### src/design/prrm_pkg.sv
// shared types and constants for the read request mux
`default_nettype none

package prrm_pkg;

	localparam int ADDR_WIDTH  = 64;
	localparam int COUNT_WIDTH = 32;
	localparam int CFG_DATA_WIDTH = 64;
	localparam int NUM_CHAN    = 4;
	localparam int CH_WIDTH    = $clog2(NUM_CHAN);
	localparam int TAG_WIDTH   = 3;

	localparam logic [CH_WIDTH-1:0] CHAN_A = 2'd0;
	localparam logic [CH_WIDTH-1:0] CHAN_B = 2'd1;
	localparam logic [CH_WIDTH-1:0] CHAN_C = 2'd2;
	localparam logic [CH_WIDTH-1:0] CHAN_D = 2'd3;

	localparam logic [TAG_WIDTH-1:0] TAG_PRIO      = 3'd1;
	localparam logic [TAG_WIDTH-1:0] TAG_CHAN_BASE = 3'd2;

	localparam int QUEUE_DEPTH = 2;
	localparam int QPTR_WIDTH  = $clog2(QUEUE_DEPTH);
	localparam int QCNT_WIDTH  = $clog2(QUEUE_DEPTH + 1);

	typedef struct packed {
		logic                   prio_pending;
		logic [ADDR_WIDTH-1:0]  prio_addr;
		logic [COUNT_WIDTH-1:0] prio_count;
		logic [NUM_CHAN-1:0]    chan_pending;
		logic [ADDR_WIDTH-1:0]  chan_a_addr;
		logic [COUNT_WIDTH-1:0] chan_a_count;
		logic [ADDR_WIDTH-1:0]  chan_b_addr;
		logic [COUNT_WIDTH-1:0] chan_b_count;
		logic [ADDR_WIDTH-1:0]  chan_c_addr;
		logic [COUNT_WIDTH-1:0] chan_c_count;
		logic [ADDR_WIDTH-1:0]  chan_d_addr;
		logic [COUNT_WIDTH-1:0] chan_d_count;
	} in_item_t;

	typedef struct packed {
		logic [ADDR_WIDTH-1:0]  out_addr;
		logic [COUNT_WIDTH-1:0] out_count;
		logic [TAG_WIDTH-1:0]   source_tag;
	} out_item_t;

	// granted request waiting for the offset add
	typedef struct packed {
		logic [ADDR_WIDTH-1:0]  addr;
		logic [ADDR_WIDTH-1:0]  offset;
		logic [COUNT_WIDTH-1:0] count;
		logic [TAG_WIDTH-1:0]   tag;
	} grant_t;

	// handshake between two parts
	typedef struct packed {
		logic valid;
		logic ready;
	} hs_t;

endpackage

`default_nettype wire

### src/design/prrm_front.sv
// front part: offset registers, priority check and round robin grant
`default_nettype none

module prrm_front import prrm_pkg::*; (
	input  wire logic                      clk,
	input  wire logic                      arst_n,
	input  wire logic                      in_valid,
	output logic                           in_ready,
	input  wire in_item_t                  in_data,
	input  wire logic                      cfg_we,
	input  wire logic [CH_WIDTH-1:0]       cfg_index,
	input  wire logic [CFG_DATA_WIDTH-1:0] cfg_data,
	output hs_t                            push,
	output grant_t                         push_data,
	input  wire logic                      push_ready
);

	logic [ADDR_WIDTH-1:0]  offset_q [NUM_CHAN];
	logic [CH_WIDTH-1:0]    last_q;
	logic [ADDR_WIDTH-1:0]  ch_addr  [NUM_CHAN];
	logic [COUNT_WIDTH-1:0] ch_count [NUM_CHAN];
	logic                   found;
	logic [CH_WIDTH-1:0]    grant_ch;
	logic                   accept;

	assign ch_addr[CHAN_A]  = in_data.chan_a_addr;
	assign ch_addr[CHAN_B]  = in_data.chan_b_addr;
	assign ch_addr[CHAN_C]  = in_data.chan_c_addr;
	assign ch_addr[CHAN_D]  = in_data.chan_d_addr;
	assign ch_count[CHAN_A] = in_data.chan_a_count;
	assign ch_count[CHAN_B] = in_data.chan_b_count;
	assign ch_count[CHAN_C] = in_data.chan_c_count;
	assign ch_count[CHAN_D] = in_data.chan_d_count;

	// search starts at the channel after the last one served
	always_comb begin
		logic [CH_WIDTH-1:0] cand;
		found    = 1'b0;
		grant_ch = last_q;
		cand     = last_q;
		for (int i = 1; i <= NUM_CHAN; i++) begin
			cand = last_q + CH_WIDTH'(i);
			if (!found && in_data.chan_pending[cand]) begin
				found    = 1'b1;
				grant_ch = cand;
			end
		end
	end

	assign in_ready = push_ready;
	assign accept   = in_valid && in_ready;

	assign push.valid = in_valid && (in_data.prio_pending || found);
	assign push.ready = push_ready;

	always_comb begin
		if (in_data.prio_pending) begin
			push_data.addr   = in_data.prio_addr;
			push_data.offset = '0;
			push_data.count  = in_data.prio_count;
			push_data.tag    = TAG_PRIO;
		end else begin
			push_data.addr   = ch_addr[grant_ch];
			push_data.offset = offset_q[grant_ch];
			push_data.count  = ch_count[grant_ch];
			push_data.tag    = TAG_CHAN_BASE + TAG_WIDTH'(grant_ch);
		end
	end

	always_ff @(posedge clk or negedge arst_n) begin
		if (!arst_n) begin
			for (int k = 0; k < NUM_CHAN; k++) begin
				offset_q[k] <= '0;
			end
		end else if (cfg_we) begin
			offset_q[cfg_index] <= cfg_data[ADDR_WIDTH-1:0];
		end
	end

	// a priority grant leaves the pointer alone
	always_ff @(posedge clk or negedge arst_n) begin
		if (!arst_n) begin
			last_q <= CHAN_A;
		end else if (accept && !in_data.prio_pending && found) begin
			last_q <= grant_ch;
		end
	end

endmodule

`default_nettype wire

### src/design/prrm_queue.sv
// short queue of granted requests between front and back
`default_nettype none

module prrm_queue import prrm_pkg::*; (
	input  wire logic   clk,
	input  wire logic   arst_n,
	input  wire hs_t    push,
	input  wire grant_t push_data,
	output logic        push_ready,
	output logic        pop_valid,
	output grant_t      pop_data,
	input  wire logic   pop_ready
);

	grant_t                entry_q [QUEUE_DEPTH];
	logic [QPTR_WIDTH-1:0] wr_ptr_q;
	logic [QPTR_WIDTH-1:0] rd_ptr_q;
	logic [QCNT_WIDTH-1:0] count_q;
	logic                  do_push;
	logic                  do_pop;

	assign push_ready = (count_q != QCNT_WIDTH'(QUEUE_DEPTH));
	assign pop_valid  = (count_q != '0);
	assign pop_data   = entry_q[rd_ptr_q];

	assign do_push = push.valid && push.ready;
	assign do_pop  = pop_valid && pop_ready;

	always_ff @(posedge clk) begin
		if (do_push) begin
			entry_q[wr_ptr_q] <= push_data;
		end
	end

	always_ff @(posedge clk or negedge arst_n) begin
		if (!arst_n) begin
			wr_ptr_q <= '0;
			rd_ptr_q <= '0;
			count_q  <= '0;
		end else begin
			if (do_push) begin
				wr_ptr_q <= (wr_ptr_q == QPTR_WIDTH'(QUEUE_DEPTH - 1)) ? '0 : wr_ptr_q + 1'b1;
			end
			if (do_pop) begin
				rd_ptr_q <= (rd_ptr_q == QPTR_WIDTH'(QUEUE_DEPTH - 1)) ? '0 : rd_ptr_q + 1'b1;
			end
			if (do_push && !do_pop) begin
				count_q <= count_q + 1'b1;
			end else if (do_pop && !do_push) begin
				count_q <= count_q - 1'b1;
			end
		end
	end

endmodule

`default_nettype wire

### src/design/prrm_back.sv
// back part: offset add and output register
`default_nettype none

module prrm_back import prrm_pkg::*; (
	input  wire logic   clk,
	input  wire logic   arst_n,
	input  wire logic   pop_valid,
	input  wire grant_t pop_data,
	output logic        pop_ready,
	output logic        out_valid,
	input  wire logic   out_ready,
	output out_item_t   out_data
);

	logic      out_valid_q;
	out_item_t out_data_q;

	// refill whenever the output slot is empty or being taken
	assign pop_ready = !out_valid_q || out_ready;

	always_ff @(posedge clk or negedge arst_n) begin
		if (!arst_n) begin
			out_valid_q <= 1'b0;
		end else if (pop_ready) begin
			out_valid_q <= pop_valid;
		end
	end

	always_ff @(posedge clk) begin
		if (pop_ready && pop_valid) begin
			out_data_q.out_addr   <= pop_data.addr + pop_data.offset;
			out_data_q.out_count  <= pop_data.count;
			out_data_q.source_tag <= pop_data.tag;
		end
	end

	assign out_valid = out_valid_q;
	assign out_data  = out_data_q;

endmodule

`default_nettype wire

### src/design/priority_round_robin_read_mux.sv
// top level of the read request mux: priority port plus four round robin channels
//
// channel  handshake             payload
// in       in_valid/in_ready     in_data (in_item_t)
// out      out_valid/out_ready   out_data (out_item_t)
// cfg      cfg_valid/cfg_ready   cfg_index, cfg_data (offset register write)
//
// one item per cycle sustained while the output is not stalled; grant is decided in the accept cycle
// result passes through a queue slot, then the offset add into the output register
// an item with nothing pending is taken and produces no result
// in_ready drops only when the two-entry queue is full behind a stalled output
// cfg_ready is always high; reset clears offsets, queue, output and points at channel A
`default_nettype none

module priority_round_robin_read_mux import prrm_pkg::*; (
	input  wire logic                      clk,
	input  wire logic                      arst_n,
	input  wire logic                      in_valid,
	output logic                           in_ready,
	input  wire in_item_t                  in_data,
	output logic                           out_valid,
	input  wire logic                      out_ready,
	output out_item_t                      out_data,
	input  wire logic                      cfg_valid,
	output logic                           cfg_ready,
	input  wire logic [CH_WIDTH-1:0]       cfg_index,
	input  wire logic [CFG_DATA_WIDTH-1:0] cfg_data
);

	hs_t    push;
	grant_t push_data;
	logic   push_ready;
	logic   pop_valid;
	grant_t pop_data;
	logic   pop_ready;

	assign cfg_ready = 1'b1;

	prrm_front u_front (
		.clk        (clk),
		.arst_n     (arst_n),
		.in_valid   (in_valid),
		.in_ready   (in_ready),
		.in_data    (in_data),
		.cfg_we     (cfg_valid && cfg_ready),
		.cfg_index  (cfg_index),
		.cfg_data   (cfg_data),
		.push       (push),
		.push_data  (push_data),
		.push_ready (push_ready)
	);

	prrm_queue u_queue (
		.clk        (clk),
		.arst_n     (arst_n),
		.push       (push),
		.push_data  (push_data),
		.push_ready (push_ready),
		.pop_valid  (pop_valid),
		.pop_data   (pop_data),
		.pop_ready  (pop_ready)
	);

	prrm_back u_back (
		.clk       (clk),
		.arst_n    (arst_n),
		.pop_valid (pop_valid),
		.pop_data  (pop_data),
		.pop_ready (pop_ready),
		.out_valid (out_valid),
		.out_ready (out_ready),
		.out_data  (out_data)
	);

endmodule

`default_nettype wire

### config.mk
export PLATFORM = sky130hd
export DESIGN_NAME = priority_round_robin_read_mux
export DESIGN_NICKNAME = d
export VERILOG_FILES = /design/src/design/prrm_pkg.sv /design/src/design/prrm_front.sv /design/src/design/prrm_queue.sv /design/src/design/prrm_back.sv /design/src/design/priority_round_robin_read_mux.sv
export SDC_FILE = /design/constraint.sdc
export NUM_CORES = 1
export LEC_CHECK = 0
export ABC_AREA = 1
export BUFFER_PORTS_ARGS = -buffer_cell sky130_fd_sc_hd__buf_4
export CORE_ASPECT_RATIO = 0.9
export CORE_MARGIN = 5
export CORE_UTILIZATION = 30
export DETAILED_ROUTE_END_ITERATION = 6
export HOLD_SLACK_MARGIN = 0.03
export SLEW_MARGIN = 15
export SYNTH_ARGS = -nofsm -noshare
export SYNTH_HDL_FRONTEND = slang
export SYNTH_HIERARCHICAL = 1
export SYNTH_SLANG_ARGS = --single-unit
### constraint.sdc
create_clock -name clk -period 18.2 [get_ports clk]
set_clock_uncertainty 0.2 [all_clocks]
set_input_delay 1.82 -clock clk [delete_from_list [all_inputs] [get_ports clk]]
set_output_delay 1.82 -clock clk [all_outputs]
set_load 0.01 [all_outputs]
==> results.json <==
{
  "outcome": "completed",
  "ys_types": 35,
  "cts_root_buffer": "clkbuf_16",
  "clockBufferDepth": 3,
  "vdd_drop_max_uv": 99.4,
  "port_buffers": 656,
  "clock-sinks": 688,
  "end_kind": "flip-flop",
  "vias": 35200,
  "synthesis.nets": 5866,
  "grtUsageTotal": 0.207,
  "yosysSeqAreaShare": 0.493,
  "cts_setup_buffers": 0,
  "wl_mm": 148,
  "critPathMaxStageDelay_ns": 0.94,
  "grt_pass1_wl_mm": 215,
  "netlist_area_mm2": 0.0393,
  "antenna_found_initial": 10,
  "setup_violations": 0,
  "syn_area_per_cell_um2": 7.49,
  "fin_crit_ns": 5.46,
  "critical_path_class": "input port to flip-flop",
  "ant_nets": 0,
  "die_w_um": 391,
  "slew_headroom": 0.268,
  "final_util": 0.368,
  "firstDrtPassIters": 7,
  "hpwl_mm": 110,
  "hold_path.class": "flip-flop to flip-flop",
  "place.gp.congestion": 0.951,
  "drc_errors": 0,
  "multi_input_comb_area_mm2": 0.0149,
  "path_clk_slew_ns": 0.06,
  "htree_levels": 3,
  "cts-resized-gates": 0,
  "vias_per_cell": 4.66,
  "path_common_cell": "nand2_1",
  "critical_path.cell_chain": "buf_4, inv_1, nand2_1, nand2_1, nand2_1, nand2_1, nand3_4, nand2_8, clkinv_2, buf_4, nand2_1, nand3_1, nand2_1",
  "synth.ff_latch_count": 688,
  "core_mm2": 0.131,
  "max_freq_mhz": 183,
  "p_leak_nw": 25.1,
  "hold_buffers": 0,
  "arrival_ns": 5.75,
  "required_ns": 18.49,
  "worst-path-max-fanout": 82,
  "cts_tree": "yes",
  "rows": 126,
  "grt_start_max_net_pins": 163,
  "setup_tns_ns": 0,
  "grt_overflow": 0,
  "yosys_warnings": 6,
  "die-area_mm2": 0.138,
  "netlist_instances": 5245,
  "rsz0062_at_grt": "false",
  "clock_latency_ns": 0.65,
  "start_util": 0.301,
  "regArea_mm2": 0.0193,
  "hold_violations": 0,
  "areaGrowthSynthToFinish_pct": 22.3,
  "worst_pin_slew_ns": 1.10,
  "start_kind": "input port",
  "cts_made_buffers": 77,
  "drive_gt1_frac": 0.155,
  "ios": 658,
  "powerDensity_mw_per_mm2": 194,
  "crit_slowest_cell": "clkinv_2",
  "post_drt_wl_per_cell_um": 19.6,
  "first_global_vias": 33200,
  "nets": 6395,
  "drtIter0Drc": 3115,
  "timing.final.max_slew_violations": 0,
  "dieHeight_um": 353,
  "final.fill_count": 13700,
  "fin_crit_sh": 0.300,
  "maxCapViolations": 0
}
[routing by layer]
layer | global-route usage | wire, um
met1 | 0.300 | 67800
met5 | 0 | 12
met3 | 0.0396 | 11600
met4 | 0.0502 | 3180
met2 | 0.320 | 65900
[placed cells by master, fill, tap and decap left out, types with 3 or more instances in the layout]
| cell | synthesis | layout |
|---|---|---|
| nand2_2 | 32 | 31 |
| nand3_4 | 0 | 5 |
| dfrtp_1 | 263 | 262 |
| nand2_1 | 1897 | 1895 |
| nand4_1 | 16 | 16 |
| o21bai_1 | 3 | 3 |
| buf_4 | 22 | 688 |
| nand3_1 | 763 | 758 |
| clkinv_1 | 1 | 6 |
| nor3_1 | 11 | 11 |
| nor2_2 | 25 | 25 |
| o21ai_0 | 261 | 261 |
| inv_6 | 0 | 3 |
| nand3_2 | 11 | 11 |
| xor2_1 | 32 | 32 |
| clkbuf_1 | 94 | 24 |
| clkinv_4 | 0 | 3 |
| clkinv_2 | 0 | 9 |
| ha_1 | 64 | 64 |
| inv_1 | 1036 | 1036 |
| nor3_2 | 3 | 3 |
| a21oi_1 | 42 | 40 |
| nor2_4 | 4 | 7 |
| clkbuf_8 | 0 | 12 |
| diode_2 | 0 | 3 |
| clkbuf_16 | 0 | 80 |
| inv_2 | 7 | 5 |
| nor2_1 | 96 | 93 |
| edfxtp_1 | 425 | 425 |
[worst max-delay path, delay by kind of cell]
family	cells	cell delay, ns
buffers and inverters	4	1.78
and+or+nand+nor	9	1.97
[cells by family after synthesis]
kind of cell,count (synthesis),share of synthesized area
buffers and inverters,1285,0.132
other,1,0.0000955
adder cells (fa/ha/maj),65,0.0209
XOR/XNOR,34,0.00758
AO/OA/AOI/OAI,308,0.0395
AND/OR/NAND/NOR,2864,0.307
flip-flops,688,0.493
[metrics by stage]
step | hold WS [ns] | total power [mW] | cells | setup WS, ns | area, um2
after floorplan | 0.253 | 5.95 | 5245 | 7.92 | 39300
after global placement | 0.265 | 7.72 | 7423 | 12.24 | 45500
after detailed placement | 0.273 | 7.77 | 7423 | 12.13 | 45500
after CTS | 0.286 | 9.35 | 7567 | 12.80 | 48000
after global routing | 0.301 | 10.0 | 7568 | 12.41 | 48000
final | 0.282 | 9.32 | 7570 | 12.74 | 48000
[state kept, by name, indices dropped and copies added (netlist names)]
register / flops
u_back/out_data: 99
u_queue/entry_q: 326
u_queue/count_q: 2
u_queue/rd_ptr_q: 1
u_front/offset_q: 256
u_back/out_valid: 1
u_front/last_q: 2
u_queue/wr_ptr_q: 1
[power breakdown]
part           switching (mW)  internal, mW  total (mW)
Sequential              0.166          2.43        2.60
Clock                   0.655         0.895        1.55
Combinational            3.74          1.44        5.17
Total                    4.56          4.76        9.32
[path summary, 6_finish.rpt]
kind                                       from                      to  slack, ns  cells past startpoint
max                                in_data[386]  u_queue/entry_q[1][44]      12.74                     13
min                        u_front/offset_q[70]    u_front/offset_q[70]       0.28                      2
max reg2reg                   u_front/last_q[0]  u_queue/entry_q[1][44]      13.10                     13
min reg2reg                u_front/offset_q[70]    u_front/offset_q[70]       0.28                      2
max in group asynchronous                arst_n   u_front/offset_q[242]      15.18                      2
min in group asynchronous                arst_n   u_front/offset_q[144]       1.03                      1
[synthesized netlist by cell type]
master    instances  area share
and2_1            1     0.00016
buf_6            23      0.0066
nor3_1           11      0.0014
o21ai_0         261       0.033
nand2_1        1897        0.18
nand4_1          16      0.0025
buf_4            22      0.0042
edfxtp_1        425        0.32
or2_2             2     0.00032
conb_1            1    0.000095
fa_1              1     0.00051
o21ai_1           1     0.00013
nand2_2          32      0.0051
inv_2             7     0.00067
o211ai_1          1     0.00019
buf_1             3     0.00029
nor4_1            1     0.00016
clkinv_1          1    0.000095
nor2_4            4      0.0011
nor4_2            1     0.00032
nor3_4            1     0.00041
a21oi_1          42      0.0054
o21bai_1          3     0.00057
clkbuf_1         94      0.0090
nand3_1         763       0.097
nor3_2            3     0.00076
nor2_2           25      0.0040
xor2_1           32      0.0071
nor2_1           96      0.0092
ha_1             64       0.020
nand3_2          11      0.0028
buf_2            99       0.013
xnor2_1           2     0.00045
dfrtp_1         263        0.17
inv_1          1036       0.099
[layout make-up]
class / count / share of cell area
Clock inverter: 28 / 0.00568
Clock buffer: 116 / 0.0470
Antenna cell: 3 / 0.000156
Inverter: 1044 / 0.0817
Tap cell: 1728 / 0.0450
Timing Repair Buffer: 691 / 0.108
Multi-Input combinational cell: 3272 / 0.309
Sequential cell: 688 / 0.403
Power figures use the tool's default switching activity.
